## src/hw/rtl/kwm_pkg.sv

```systemverilog
`timescale 1ns / 1ps
// ----------------------------------------------------------------------------
// kwm_pkg
// Shared widths, defaults and result codes for the k-way sorted merge unit.
// ----------------------------------------------------------------------------
package kwm_pkg;

    localparam int LANES_DEF     = 8;
    localparam int KEY_WIDTH_DEF = 32;

    localparam int LANE_W  = 3;
    localparam int VALUE_W = 32;
    localparam int CFG_W   = 4;

    localparam logic [CFG_W-1:0] LANES_IN_USE_RST = 4'd8;

    typedef enum logic [1:0] {
        KIND_VALUE  = 2'd0,
        KIND_FINAL  = 2'd1,
        KIND_REJECT = 2'd2,
        KIND_EMPTY  = 2'd3
    } t_kind;

    typedef enum logic [0:0] {
        ACT_PUSH   = 1'b0,
        ACT_FINISH = 1'b1
    } t_action;

endpackage

```

## src/hw/rtl/kwm_if.sv

```systemverilog
`timescale 1ns / 1ps
// ----------------------------------------------------------------------------
// kwm_if
// Handshake channels of the merge unit: input items, result items, config.
// ----------------------------------------------------------------------------
interface kwm_in_if;
    logic                        valid;
    logic                        ready;
    logic                        action;
    logic [kwm_pkg::LANE_W-1:0]  lane;
    logic signed [kwm_pkg::VALUE_W-1:0] value;
    logic                        final_of_lane;

    modport source (output valid, action, lane, value, final_of_lane, input ready);
    modport sink   (input valid, action, lane, value, final_of_lane, output ready);
endinterface

interface kwm_out_if;
    logic                        valid;
    logic                        ready;
    kwm_pkg::t_kind              kind;
    logic signed [kwm_pkg::VALUE_W-1:0] merged_value;
    logic [kwm_pkg::LANE_W-1:0]  source_lane;
    logic [kwm_pkg::LANE_W-1:0]  next_lane;

    modport source (output valid, kind, merged_value, source_lane, next_lane, input ready);
    modport sink   (input valid, kind, merged_value, source_lane, next_lane, output ready);
endinterface

interface kwm_cfg_if;
    logic                       valid;
    logic                       ready;
    logic [kwm_pkg::CFG_W-1:0]  data;

    modport source (output valid, data, input ready);
    modport sink   (input valid, data, output ready);
endinterface

```

## src/hw/rtl/k_way_sorted_merge_unit.sv

```systemverilog
`timescale 1ns / 1ps
// ----------------------------------------------------------------------------
// k_way_sorted_merge_unit
// Merges up to LANES ascending key streams into one ascending stream.
// ----------------------------------------------------------------------------
// Takes one item per cycle unless the result side stalls: the item is caught
// in an input register, then checked, written into its lane's head slot and
// the smallest head picked by a comparator tree over all LANES heads into the
// result register. That tree (log2(LANES) signed compares of KEY_WIDTH bits)
// sets the clock. Pushes and finish marks completing a round emit the smallest
// head and name the lane to feed next; a rejected item returns kind REJECT and
// changes nothing. Config is to be written when idle; the block does not check.
module k_way_sorted_merge_unit #(
    parameter int LANES     = kwm_pkg::LANES_DEF,
    parameter int KEY_WIDTH = kwm_pkg::KEY_WIDTH_DEF
) (
    input  logic        i_clk,
    input  logic        i_rst_n,
    kwm_in_if.sink      i_in,
    kwm_out_if.source   o_out,
    kwm_cfg_if.sink     i_cfg
);

    localparam int LW = $clog2(LANES);
    localparam int P  = 1 << LW;
    localparam int CW = 7;

    logic [kwm_pkg::CFG_W-1:0] r_lanes;

    logic                          r_in_valid;
    logic                          r_action;
    logic [kwm_pkg::LANE_W-1:0]    r_lane;
    logic signed [kwm_pkg::VALUE_W-1:0] r_value;
    logic                          r_fin;

    logic [KEY_WIDTH-1:0] r_head [LANES];
    logic [LANES-1:0]     r_full, r_done;
    logic [LANES-1:0]     n_full, n_done;

    logic                          r_out_valid;
    kwm_pkg::t_kind                r_kind, n_kind;
    logic [kwm_pkg::VALUE_W-1:0]   r_merged, n_merged;
    logic [kwm_pkg::LANE_W-1:0]    r_src, n_src, r_next, n_next;
    logic                          n_has_result;

    logic advance;
    logic in_acc;

    logic [CW-1:0]        used, cfg_ext;
    logic [LANES-1:0]     in_use, sel, full_w, done_w, pend, best_sel, full_after;
    logic                 bad, is_push, any_left;
    logic [KEY_WIDTH-1:0] key_in;
    logic [KEY_WIDTH-1:0] head_w [LANES];
    logic [63:0]          key_ext, merged_ext;

    logic                 nd_valid [2*P];
    logic [KEY_WIDTH-1:0] nd_key   [2*P];
    logic [LW-1:0]        nd_idx   [2*P];

    function automatic logic [kwm_pkg::LANE_W-1:0] next_needed(
        input logic [LANES-1:0] use_v,
        input logic [LANES-1:0] full_v,
        input logic [LANES-1:0] done_v
    );
        logic [kwm_pkg::LANE_W-1:0] res;
        logic                       found;
        res   = '0;
        found = 1'b0;
        for (int i = LANES - 1; i >= 0; i--) begin
            if (use_v[i] && done_v[i]) begin
                res = kwm_pkg::LANE_W'(i);
            end
        end
        for (int i = LANES - 1; i >= 0; i--) begin
            if (use_v[i] && !full_v[i] && !done_v[i]) begin
                res   = kwm_pkg::LANE_W'(i);
                found = 1'b1;
            end
        end
        return found ? res : res;
    endfunction

    assign advance     = r_in_valid && (!r_out_valid || o_out.ready);
    assign i_in.ready  = !r_in_valid || advance;
    assign in_acc      = i_in.valid && i_in.ready;
    assign i_cfg.ready = 1'b1;

    assign o_out.valid        = r_out_valid;
    assign o_out.kind         = r_kind;
    assign o_out.merged_value = r_merged;
    assign o_out.source_lane  = r_src;
    assign o_out.next_lane    = r_next;

    always_comb begin
        cfg_ext = {3'b000, r_lanes};
        if (cfg_ext == '0) begin
            used = CW'(1);
        end else if (cfg_ext > CW'(LANES)) begin
            used = CW'(LANES);
        end else begin
            used = cfg_ext;
        end
    end

    assign key_ext = 64'(r_value);
    assign key_in  = key_ext[KEY_WIDTH-1:0];
    assign is_push = (r_action == kwm_pkg::ACT_PUSH);

    always_comb begin
        for (int i = 0; i < LANES; i++) begin
            in_use[i] = CW'(i) < used;
            sel[i]    = {4'b0000, r_lane} == CW'(i);
        end
        bad = !(|(sel & in_use));
        if (is_push && (|(sel & (r_full | r_done)))) begin
            bad = 1'b1;
        end
        full_w = is_push ? (r_full | sel) : r_full;
        done_w = (is_push && !r_fin) ? r_done : (r_done | sel);
        for (int i = 0; i < LANES; i++) begin
            head_w[i] = (is_push && sel[i]) ? key_in : r_head[i];
        end
        pend = in_use & ~full_w & ~done_w;
    end

    // min tree, lower lane on the left so ties keep it
    always_comb begin
        for (int i = 0; i < P; i++) begin
            if (i < LANES) begin
                nd_valid[P+i] = full_w[i] && in_use[i];
                nd_key[P+i]   = head_w[i];
            end else begin
                nd_valid[P+i] = 1'b0;
                nd_key[P+i]   = '0;
            end
            nd_idx[P+i] = LW'(i);
        end
        nd_valid[0] = 1'b0;
        nd_key[0]   = '0;
        nd_idx[0]   = '0;
        for (int k = P - 1; k >= 1; k--) begin
            if (nd_valid[2*k+1] && (!nd_valid[2*k] ||
                    ($signed(nd_key[2*k+1]) < $signed(nd_key[2*k])))) begin
                nd_valid[k] = 1'b1;
                nd_key[k]   = nd_key[2*k+1];
                nd_idx[k]   = nd_idx[2*k+1];
            end else begin
                nd_valid[k] = nd_valid[2*k];
                nd_key[k]   = nd_key[2*k];
                nd_idx[k]   = nd_idx[2*k];
            end
        end
    end

    always_comb begin
        for (int i = 0; i < LANES; i++) begin
            best_sel[i] = nd_valid[1] && (nd_idx[1] == LW'(i));
        end
        full_after = full_w & ~best_sel;
        any_left   = |(in_use & (full_after | ~done_w));
        merged_ext = 64'(nd_key[1]);

        n_has_result = 1'b1;
        n_kind       = kwm_pkg::KIND_VALUE;
        n_merged     = '0;
        n_src        = '0;
        n_next       = '0;
        n_full       = r_full;
        n_done       = r_done;
        if (bad) begin
            n_kind = kwm_pkg::KIND_REJECT;
            n_next = next_needed(in_use, r_full, r_done);
        end else if (|pend) begin
            n_has_result = 1'b0;
            n_full       = full_w;
            n_done       = done_w;
        end else if (!nd_valid[1]) begin
            n_kind = kwm_pkg::KIND_EMPTY;
            n_full = '0;
            n_done = '0;
        end else begin
            n_merged = merged_ext[kwm_pkg::VALUE_W-1:0];
            n_src    = kwm_pkg::LANE_W'(nd_idx[1]);
            if (!any_left) begin
                n_kind = kwm_pkg::KIND_FINAL;
                n_full = '0;
                n_done = '0;
            end else begin
                n_kind = kwm_pkg::KIND_VALUE;
                n_next = next_needed(in_use, full_after, done_w);
                n_full = full_after;
                n_done = done_w;
            end
        end
    end

    always_ff @(posedge i_clk) begin
        if (!i_rst_n) begin
            r_lanes     <= kwm_pkg::LANES_IN_USE_RST;
            r_in_valid  <= 1'b0;
            r_out_valid <= 1'b0;
            r_full      <= '0;
            r_done      <= '0;
        end else begin
            if (i_cfg.valid) begin
                r_lanes <= i_cfg.data;
            end
            r_in_valid <= in_acc || (r_in_valid && !advance);
            if (advance) begin
                r_out_valid <= n_has_result;
                r_full      <= n_full;
                r_done      <= n_done;
            end else if (o_out.ready) begin
                r_out_valid <= 1'b0;
            end
        end
    end

    always_ff @(posedge i_clk) begin
        if (in_acc) begin
            r_action <= i_in.action;
            r_lane   <= i_in.lane;
            r_value  <= i_in.value;
            r_fin    <= i_in.final_of_lane;
        end
        if (advance) begin
            r_kind   <= n_kind;
            r_merged <= n_merged;
            r_src    <= n_src;
            r_next   <= n_next;
            if (!bad && is_push) begin
                for (int i = 0; i < LANES; i++) begin
                    if (sel[i]) begin
                        r_head[i] <= key_in;
                    end
                end
            end
        end
    end

endmodule

```

## src/flat_wrapper.sv

```systemverilog
// flat-port wrapper written by rule: the top's interface ports become plain ports
module k_way_sorted_merge_unit_flat 
#(
    parameter int LANES     = kwm_pkg::LANES_DEF,
    parameter int KEY_WIDTH = kwm_pkg::KEY_WIDTH_DEF
)
  (i_clk, i_rst_n, i_in_valid, i_in_action, i_in_lane, i_in_value, i_in_final_of_lane, i_in_ready, o_out_valid, o_out_kind, o_out_merged_value, o_out_source_lane, o_out_next_lane, o_out_ready, i_cfg_valid, i_cfg_data, i_cfg_ready);
  kwm_in_if i_in_i ();
  kwm_out_if o_out_i ();
  kwm_cfg_if i_cfg_i ();
  input  logic i_clk;
  input  logic i_rst_n;
  input wire logic [$bits(i_in_i.valid)-1:0] i_in_valid;
  input wire logic [$bits(i_in_i.action)-1:0] i_in_action;
  input wire logic [$bits(i_in_i.lane)-1:0] i_in_lane;
  input wire logic [$bits(i_in_i.value)-1:0] i_in_value;
  input wire logic [$bits(i_in_i.final_of_lane)-1:0] i_in_final_of_lane;
  output wire logic [$bits(i_in_i.ready)-1:0] i_in_ready;
  output wire logic [$bits(o_out_i.valid)-1:0] o_out_valid;
  output wire logic [$bits(o_out_i.kind)-1:0] o_out_kind;
  output wire logic [$bits(o_out_i.merged_value)-1:0] o_out_merged_value;
  output wire logic [$bits(o_out_i.source_lane)-1:0] o_out_source_lane;
  output wire logic [$bits(o_out_i.next_lane)-1:0] o_out_next_lane;
  input wire logic [$bits(o_out_i.ready)-1:0] o_out_ready;
  input wire logic [$bits(i_cfg_i.valid)-1:0] i_cfg_valid;
  input wire logic [$bits(i_cfg_i.data)-1:0] i_cfg_data;
  output wire logic [$bits(i_cfg_i.ready)-1:0] i_cfg_ready;
  assign i_in_i.valid = i_in_valid;
  assign i_in_i.action = i_in_action;
  assign i_in_i.lane = i_in_lane;
  assign i_in_i.value = i_in_value;
  assign i_in_i.final_of_lane = i_in_final_of_lane;
  assign i_in_ready = i_in_i.ready;
  assign o_out_valid = o_out_i.valid;
  assign o_out_kind = o_out_i.kind;
  assign o_out_merged_value = o_out_i.merged_value;
  assign o_out_source_lane = o_out_i.source_lane;
  assign o_out_next_lane = o_out_i.next_lane;
  assign o_out_i.ready = o_out_ready;
  assign i_cfg_i.valid = i_cfg_valid;
  assign i_cfg_i.data = i_cfg_data;
  assign i_cfg_ready = i_cfg_i.ready;
  k_way_sorted_merge_unit #(.LANES(LANES), .KEY_WIDTH(KEY_WIDTH)) u_core (.i_clk(i_clk), .i_rst_n(i_rst_n), .i_in(i_in_i), .o_out(o_out_i), .i_cfg(i_cfg_i));
endmodule
```

## config.mk

```make
export PLATFORM = sky130hd
export DESIGN_NAME = k_way_sorted_merge_unit_flat
export DESIGN_NICKNAME = d
export VERILOG_FILES = /design/src/hw/rtl/kwm_pkg.sv /design/src/hw/rtl/kwm_if.sv /design/src/hw/rtl/k_way_sorted_merge_unit.sv /design/src/flat_wrapper.sv
export SDC_FILE = /design/constraint.sdc
export NUM_CORES = 1
export LEC_CHECK = 0
export BUFFER_PORTS_ARGS = -buffer_cell sky130_fd_sc_hd__buf_2
export CAP_MARGIN = 25
export CORE_UTILIZATION = 60
export DETAILED_ROUTE_END_ITERATION = 10
export PLACE_DENSITY = 0.9
export SYNTH_ARGS = -nofsm -noshare
export SYNTH_HDL_FRONTEND = slang
export SYNTH_SLANG_ARGS = --single-unit
export TNS_END_PERCENT = 5
```

## constraint.sdc

```tcl
create_clock -name i_clk -period 16.1 [get_ports i_clk]
set_input_delay 0.805 -clock i_clk [delete_from_list [all_inputs] [get_ports i_clk]]
set_output_delay 0.805 -clock i_clk [all_outputs]
set_load 0.05 [all_outputs]
```

## Word-level counts from Yosys, hierarchy flattened

Memories as Yosys holds them, arrays and structs flattened.
Cells that the tools add are included.

| word-level totals | value |
|---|---|
| flip-flop bits (word level) | 99 |
| memory bits (writable) | 256 |
| memories | 1 |
| output and inout bits | 43 |

Memories:

| memory | depth | bits a word | rd ports | clocked after memory_dff | wr ports | RTL line | source |
|---|---|---|---|---|---|---|---|
| u_core.r_head | 8 | 32 | 8 | 0 | 1 | k_way_sorted_merge_unit.sv:36 | `logic [KEY_WIDTH-1:0] r_head [LANES];` |

| operators by class | value |
|---|---|
| muxes and demuxes | 136 |
| eq/ne operators | 14 |
| bitwise gates (word level) | 16 |
| reductions and logical operators | 158 |
| magnitude comparators | 16 |

Operators by type and width:

| kind | count |
|---|---|
| 32-bit 2-to-1 mux | 22 |
| 32-bit less-than comparator | 7 |
| 32-bit OR reduction | 7 |
| 3-bit 2-to-1 mux | 44 |
| 1-bit logical AND | 85 |
| 8-bit 2-to-1 mux | 8 |
| 1-bit 2-to-1 mux | 56 |
| 8-bit AND | 6 |
| 1-bit zero test | 45 |
| 8-bit OR | 4 |
| 8-bit OR reduction | 4 |
| 3-bit == test, second input constant | 8 |
| 8-bit NOT | 3 |
| 3-bit by 4-bit less-than comparator with 1-bit output, first input constant | 4 |
| 3-bit by 2-bit == test with 1-bit output, second input constant | 4 |
| 1-bit logical OR | 10 |
| 10-bit OR reduction | 1 |
| 9-bit OR reduction | 1 |
| 1-bit by 4-bit less-than comparator with 1-bit output, first input constant | 2 |
| 2-bit by 4-bit less-than comparator with 1-bit output, first input constant | 2 |
| 2-bit 2-to-1 mux | 4 |
| 4-bit 2-to-1 mux | 2 |
| 3-bit by 1-bit == test with 1-bit output, second input constant | 2 |
| 3-bit zero test | 2 |
| other kinds (5) | 7 |

## Longest topological paths before layout

Gate-level depths: netlist (run 1).

| logic depth | value |
|---|---|
| word-level depth | 36 |
| mapped depth | 49 |
| gate-level depth less buffers | 40 |

## Worst setup path before layout (run 1)

OpenSTA, ideal clock, no wires.

| timing path | value |
|---|---|
| kind | reg2reg |
| start | register u_core.r_action |
| end | register u_core.r_merged, in the netlist u_core.o_out.merged_value[0] (data pin) |
| clock period less this slack | 10.338 ns |
| path slack | 5.762 ns |
| library setup time | 0.272 ns |
| path buffers | 12 |
| cell stages (with the launch flop) | 49 |
| data arrival time | 10.065 ns |
| cell sequence | edfxtp_1 buf_2 nor4b_2 buf_4 buf_1 mux2i_1 inv_1 ha_1 clkbuf_1 nand4_1 nor3_1 nand2_1 a2111oi_1 nor2_1 xnor2_1 nor2_1 nor2_1 clkbuf_1 [... 13 more ...] a21oi_1 ha_1 a21o_1 a21o_1 a21oi_1 o21ai_0 a21o_1 a21oi_1 o31ai_1 a31o_2 nor3_1 or2_2 clkbuf_1 or2_1 clkbuf_1 clkbuf_1 buf_1 a211oi_1 |

| on the way | value |
|---|---|
| word-level cells in the longest chain between the ends | 17 |

RTL lines:

| item | RTL line | source |
|---|---|---|
| start: declaration | k_way_sorted_merge_unit.sv:31 | `logic r_action;` |
| start signal: assignment | k_way_sorted_merge_unit.sv:221 | `r_action <= i_in.action;` |
| 1-bit NOT | k_way_sorted_merge_unit.sv:107 | `assign is_push = (r_action == kwm_pkg::ACT_PUSH);` |
| 1-bit logical AND | k_way_sorted_merge_unit.sv:121 | `head_w[i] = (is_push && sel[i]) ? key_in : r_head[i];` |
| 32-bit 2-to-1 mux | k_way_sorted_merge_unit.sv:121 |  |
| 32-bit less-than comparator | k_way_sorted_merge_unit.sv:143 | `($signed(nd_key[2*k+1]) < $signed(nd_key[2*k])))) begin` |
| 1-bit logical OR | k_way_sorted_merge_unit.sv:142 | `if (nd_valid[2*k+1] && (!nd_valid[2*k] \|\|` |
| 1-bit logical AND | k_way_sorted_merge_unit.sv:142 |  |
| 32-bit 2-to-1 mux / 1-bit 2-to-1 mux (equally long branches) | k_way_sorted_merge_unit.sv:142 |  |
| 32-bit less-than comparator / 1-bit zero test (equally long branches) | k_way_sorted_merge_unit.sv:143, k_way_sorted_merge_unit.sv:142 |  |
| 1-bit logical OR | k_way_sorted_merge_unit.sv:142 |  |
| 1-bit logical AND | k_way_sorted_merge_unit.sv:142 |  |
| 32-bit 2-to-1 mux / 1-bit 2-to-1 mux (equally long branches) | k_way_sorted_merge_unit.sv:142 |  |
| 32-bit less-than comparator / 1-bit zero test (equally long branches) | k_way_sorted_merge_unit.sv:143, k_way_sorted_merge_unit.sv:142 |  |
| 1-bit logical OR | k_way_sorted_merge_unit.sv:142 |  |
| 1-bit logical AND | k_way_sorted_merge_unit.sv:142 |  |
| 1-bit 2-to-1 mux | k_way_sorted_merge_unit.sv:142 |  |
| 1-bit NOT (no line) | n/a |  |
| 10-bit OR reduction (no line) | n/a |  |
| end signal: assignment | k_way_sorted_merge_unit.sv:228 | `r_merged <= n_merged;` |
| end: declaration | k_way_sorted_merge_unit.sv:42 | `logic [kwm_pkg::VALUE_W-1:0] r_merged, n_merged;` |

Parallel ways exist; a longest one is shown, timed or not.
A chain may end at the register's enable or synchronous reset.

## Worst setup path in the final report (run 1)

| timing path | value |
|---|---|
| start | register u_core.r_lane[0] (netlist bit) |
| end | register u_core.r_merged, in the netlist u_core.o_out.merged_value[13] (data pin) |

| on the way | value |
|---|---|
| word-level cells in the longest chain between the ends | 18 |

RTL lines:

| item | RTL line | source |
|---|---|---|
| start: declaration | k_way_sorted_merge_unit.sv:32 | `logic [kwm_pkg::LANE_W-1:0] r_lane;` |
| start signal: assignment | k_way_sorted_merge_unit.sv:222 | `r_lane <= i_in.lane;` |
| parallel branches: the longest is 18 deep, another holds 32-bit less-than comparator | n/a |  |

Several ways; the timed one is not identified.

==> qor.txt, run 1 <==
Hold endpoint: u_core.key_in[29]$_DFFE_PP_
Post-CTS Setup Repair Bufs: 0
Layout cell share with drive strength beyond 1: 12.7%
Io pins: 89
Largest net degree at the start of global routing: 70
DP Wirelength: 48.4 mm
Clock net sink count: 355
Hold buffers post-CTS: 0
DRT Wirelength: 69.8 mm
Relative slew slack: 25.5%
TritonCTS clock tree: yes
First-pass GRT wire length: 105 mm
Gr usage total: 35.6%
Top cell type by total area after synthesis: edfxtp_1
Core Box Area: 37800 µm²
Cells after synthesis: 2136
Yosys top cell area share: 43.2%
Post-synth net total: 2399
Nets: 2447
Most common cell in the netlist: edfxtp_1
Max cap viols: 0
Syn Std Cell Area: 23200 µm²
Worst hold stages: 1
Worst hold path type: in2reg
Synth Area in Compound Gates: 14.6%
RR Startpoint: u_core.r_lane[0]$_DFFE_PP_
Pleak: 0.00999 µW
Worst skew pair latency: 580 ps
Worst endpoint required time: 16430 ps
Largest family of logic cells by synthesized area: compound AO/OA/AOI/OAI gates
Post-synthesis sequential area ratio: 45.1%
CTS resizes: 0
Most frequent cells after synthesis: 333 x edfxtp_1, 256 x mux2i_1, 217 x ha_1, 166 x nor2_1, 148 x nand2_1
Unrepaired setup endpoints after global routing: false
# rows: 71
Post-Synth Simple-Gate Area: 10.3%
Area delta synth->final: 10.5%
Number of global-route vias before repair: 18.0k
Drt wl/cell: 25.6 µm
Mux share of post-synthesis cell area: 14.3%
CTS Buf Count: 41
Initial Util: 61.2%
Worst setup SP type: flip-flop
Ys flop type: edfxtp_1
Remaining DRCs: 0
Yosys warns: 0
Initial antenna violation count: 4
Min Tclk post-route: 13800 ps
Worst slew pin tran: 1120 ps
Hold_ws: 399 ps
Die ar.: 39400 µm²
Die height: 198 µm
Pwr per Cell Area: 90.1 nW/µm²
Fmax: 72.5 MHz
# H-tree levels: 2
Mean Syn Cell Area: 10.8 µm²
Fraction of registers with async set or reset after synthesis: 0%
Critical path class: reg2reg
Largest stage delay, worst path: 1060 ps
Finish-stage setup viols: 0
Synth Area in XOR/XNOR: 0.0757%
Data arrival time of the critical path: 14120 ps
Total grt overflow: 0
First-pass DRT Iterations: 6
Worst hold path startpoint: i_in_value[29]
Die W: 198 µm
Global placement routability congestion: 1.02
Drt first-iter violations: 2013
Cell variety after synth: 80
CTS Buffer Depth: 3
Clk_skew: 16.4 ps
Number of synthesized flops with an enable pin: 333
Final worst path period share: 85.7%
TNS Setup: 0 ps
Yosys reg bits: 355
Vias: 18.4k
Worst-path maximum fanout: 69
Status: finished clean
Antenna-violating nets left: 0
Synth top area cells: edfxtp_1 43%, ha_1 12%, mux2i_1 11%
R2r setup slk: 2300 ps
Worst vdd ir: 0.0889 mV
Worst setup EP type: flip-flop
Cell depth of the worst flop-to-flop path: 40
CP max-delay cell: nor4bb_4
CTS Root Cell: clkbuf_16
Fin. max-slew vios: 0
Clk slew on worst S/H paths: 60 ps
R2R Path End: u_core.o_out.merged_value[13]$_SDFFCE_PP0P_
Vias per cell: 6.76
Input/output buffers: 87
Final Hold Viols: 0
Synth Area in Adders: 11.7%
-- worst max-delay path: cells and delay by family (launching register included) --
kind | cells | cell delay, ps
AND/OR/NAND/NOR | 11 | 3250
flip-flops | 1 | 860
multiplexers | 1 | 420
adder cells (fa/ha/maj) | 3 | 970
AO/OA/AOI/OAI | 20 | 5890
buffers and inverters | 5 | 2040
-- cells by family (layout without fill, tap and decap cells) --
logic type | count (synthesis) | count (layout)
compound gates | 506 | 506
xor+xnor | 2 | 2
fa+ha+maj | 217 | 217
buf+inv | 228 | 308
flops | 355 | 355
mux | 322 | 322
other cells | 1 | 2
simple gates | 505 | 505
-- stage by stage --
| stage | cells | utilization (%) | worst slack [ps] | area [µm²] | power (µW) |
|---|---|---|---|---|---|
| 3_5_place_dp | 2648 | 63.7 | 2760 | 24100 | 1360 |
| 4_1_cts | 2723 | 67.3 | 2630 | 25500 | 2300 |
| 5_1_grt | 2727 | 67.6 | 1690 | 25600 | 2370 |
| 3_3_place_gp | 2646 | 63.7 | 2790 | 24100 | 1350 |
| 6_report | 2728 | 67.6 | 2300 | 25600 | 2310 |
| 2_1_floorplan | 2136 | - | 5760 | 23200 | 1260 |
-- per-layer routing --
layer	GRT usage, %	vias up	wire [µm]
met1	48.6	8827	28400
met3	6.15	220	6800
li1	-	8278	-
met4	18.2	2	3590
met2	54.7	1118	30900
met5	0	-	13
-- where the power goes --
part           switching [µW]  internal [µW]
combinational             192            102
clock                     403            550
sequential               31.8           1030
-- placed cells by master, fill, tap and decap left out, drive strengths merged, types with 48 or more instances in the layout --
cell      n
a21oi   121
buf     118
clkbuf   48
edfxtp  333
ha      217
inv     117
mux2     65
mux2i   256
nand2   148
nor2    166
o21ai   100
-- worst max path at each step --
stage                                from                                          end  slack, ps
2_1_floorplan   u_core.r_action$_DFFE_PP_   u_core.o_out.merged_value[0]$_SDFFCE_PP0P_       5760
3_3_place_gp   u_core.r_lane[0]$_DFFE_PP_                u_core.r_full[1]$_SDFFE_PN0P_       2790
3_5_place_dp   u_core.r_lane[0]$_DFFE_PP_  u_core.o_out.merged_value[13]$_SDFFCE_PP0P_       2760
4_1_cts        u_core.r_lane[0]$_DFFE_PP_  u_core.o_out.merged_value[13]$_SDFFCE_PP0P_       2630
5_1_grt        u_core.r_lane[0]$_DFFE_PP_  u_core.o_out.merged_value[16]$_SDFFCE_PP0P_       1690
6_report       u_core.r_lane[0]$_DFFE_PP_  u_core.o_out.merged_value[13]$_SDFFCE_PP0P_       2300
-- state kept, by name, summed over array words and instances (netlist names) --
| name | flops |
|---|---|
| u_core.r_head | 256 |
| u_core.o_out.source_lane | 3 |
| u_core.r_action | 1 |
| u_core.r_in_valid | 1 |
| u_core.r_done | 8 |
| u_core.r_full | 8 |
| u_core.r_lanes | 4 |
| u_core.r_fin | 1 |
| u_core.o_out.next_lane | 3 |
| u_core.key_in | 32 |
| u_core.o_out.kind | 2 |
| u_core.o_out.merged_value | 32 |
| u_core.r_lane | 3 |
| u_core.o_out.valid | 1 |
-- cell type report --
type                            count  area [µm²]
Fill cell                        2761       12300
Inverter                          115         432
Tap cell                          511         639
Clock inverter                     27         294
Antenna cell                        1        2.50
Timing Repair Buffer              118         737
Clock buffer                       48        1070
Multi-Input combinational cell   1553       12000
Sequential cell                   355       10400
Note: power is estimated with default switching activity, not from simulation.
==> run 2: changes to the inputs <==
Settings changed: CTS_BUF_LIST set to sky130_fd_sc_hd__clkbuf_16, SETUP_SLACK_MARGIN set to 0.2.
==> qor.txt, run 2 (synthesis gave the netlist of run 1 again) <==
Status: finished clean
Global placement routability congestion: 1.02 (unchanged)
Pwr Total: 2300 µW (-0.21%)
Pleak: 0.0100 µW (+0.25%)
Net Sw Frac: 27.2% (about the same)
Combinational Power Share: 12.8% (about the same)
Finish-stage setup viols: 0 (unchanged)
Area delta synth->final: 10.5% (unchanged)
Most common cell after layout, fill and taps aside: edfxtp_1
CTS Buffer Depth: 3 (unchanged)
# H-tree levels: 2 (unchanged)
Pre-CTS WS: 2760 ps (unchanged)
Fmax: 72.6 MHz (+0.17%)
Commonest non-fill, non-tap cells in the layout: 333 x edfxtp_1, 256 x mux2i_1, 217 x ha_1
Die ar.: 39400 µm² (unchanged)
Core Box Area: 37800 µm² (unchanged)
CTS Root Cell: clkbuf_16
First-pass GRT wire length: 105 mm (about the same)
Die height: 198 µm (unchanged)
Clk slew on worst S/H paths: 60 ps (about the same)
Min Tclk post-route: 13770 ps (-24.0 ps)
CTS resizes: 0 (unchanged)
Max cap viols: 0 (unchanged)
Clock net sink count: 355 (unchanged)
TNS Setup: 0 ps (unchanged)
Fin. max-slew vios: 0 (unchanged)
Worst vdd ir: 0.0886 mV (-0.30%)
Worst slew pin tran: 1120 ps (+6.27 ps)
Largest stage delay, worst path: 1070 ps (about the same)
Biggest register: u_core.r_head
Clock power share: 41.2% (about the same)
Die W: 198 µm (unchanged)
Total grt overflow: 0 (unchanged)
Final Hold Viols: 0 (unchanged)
Remaining DRCs: 0 (unchanged)
First-pass DRT Iterations: 6 (unchanged)
Worst setup EP type: flip-flop
# rows: 71 (unchanged)
CP max-delay cell: nor4bb_4
Relative slew slack: 25.0% (-0.42 points)
GR met2 Demand/Resource: 54.7% (about the same)
CTS Buf Count: 41 (unchanged)
Critical path class: reg2reg
Nets: 2447 (unchanged)
Drt wl/cell: 25.6 µm (about the same)
Initial Util: 61.2% (unchanged)
Worst hold path type: in2reg
Internal power: 1670 µW (-0.23%)
Data arrival time of the critical path: 14100 ps (-20 ps)
Flip-flop count of the largest register after layout: 256 (unchanged)
Largest net degree at the start of global routing: 70 (unchanged)
Vias: 18.4k (-0.37%)
Initial antenna violation count: 4 (unchanged)
Drt first-iter violations: 2039 (+1.3%)
Unrepaired setup endpoints after global routing: false
TritonCTS clock tree: yes
Placed cell count: 2648 (unchanged)
Number of global-route vias before repair: 18.0k (+0.022%)
Vias per cell: 6.74 (-0.37%)
DRT Wirelength: 69.8 mm (about the same)
Buffers & Inverters on Critical Path: 5 (unchanged)
Hold_ws: 399 ps (-0.358 ps)
Hold buffers post-CTS: 0 (unchanged)
Input/output buffers: 87 (unchanged)
Pwr per Cell Area: 89.9 nW/µm² (-0.21%)
Io pins: 89 (unchanged)
Clk_skew: 17.9 ps (+1.53 ps)
Post-CTS Setup Repair Bufs: 0 (unchanged)
Worst-path maximum fanout: 69 (unchanged)
Register share of total power: 46.0% (about the same)
Layout cell share with drive strength beyond 1: 12.7% (unchanged)
CP delay by family, top: compound AO/OA/AOI/OAI gates
Final setup margin: 2330 ps (+24.0 ps)
Final worst path period share: 85.6% (-0.15 points)
Finished Layout Cells: 2728 (unchanged)
Psw: 626 µW (-0.16%)
Worst skew pair latency: 580 ps (about the same)
Met1 GRT Util: 48.6% (about the same)
Worst setup SP type: flip-flop
GRT met3 Usage: 6.12% (-0.034 points)
DP Wirelength: 48.4 mm (unchanged)
Gr usage total: 35.6% (about the same)
GRT busiest layer: met2
Worst endpoint required time: 16430 ps (about the same)
Antenna-violating nets left: 0 (unchanged)
## run 2: cell type report
class,count,area (µm²)
fillers,2761,12300
multi-input cells,1553,12000
flip-flops and latches,355,10400
clock buffers,42,1050
repair buffers,118,737
well taps,511,639
inverters,115,432
clock inverters,33,317
diodes,1,2.50
## run 2: power by group through the flow
stage                     logic [µW]  clock network [µW]  registers, µW
after floorplan                  184                   0           1080
after global placement           276                   0           1070
after detailed placement         283                   0           1080
after CTS                        286                 958           1060
after global routing             316                 987           1060
final                            295                 948           1060
## run 2: final timing paths
check                                  startpoint  cells past startpoint                                     endpoint  slack, ps
hold / removal                     i_in_value[29]                      1                  u_core.key_in[29]$_DFFE_PP_        400
setup / recovery       u_core.r_lane[0]$_DFFE_PP_                     40  u_core.o_out.merged_value[13]$_SDFFCE_PP0P_       2330
hold reg to reg   u_core.o_out.valid$_SDFFE_PN0P_                      2              u_core.o_out.valid$_SDFFE_PN0P_        520
setup reg to reg       u_core.r_lane[0]$_DFFE_PP_                     40  u_core.o_out.merged_value[13]$_SDFFCE_PP0P_       2330
## run 2: metrics by stage
stage               utilization (%)  cell area (µm²)
floorplan                         -            23200
global placement               63.7            24100
detailed placement             63.7            24100
CTS                            67.3            25500
global route                   67.6            25600
finish                         67.6            25600
## run 2: routing by layer
layer	share of wire [%]	routed length (µm)
met3	10	6970
met4	5.2	3600
met5	0.019	13
met1	40	28100
met2	45	31100
## run 2: worst register-to-register path: cells and delay by family, from the launching register on
family / cells / cell delay [ps]
AND/OR/NAND/NOR: 11 / 3310
AO/OA/AOI/OAI: 20 / 5880
buffers and inverters: 5 / 2070
multiplexers: 1 / 460
adder cells (fa/ha/maj): 3 / 970
flip-flops: 1 / 870
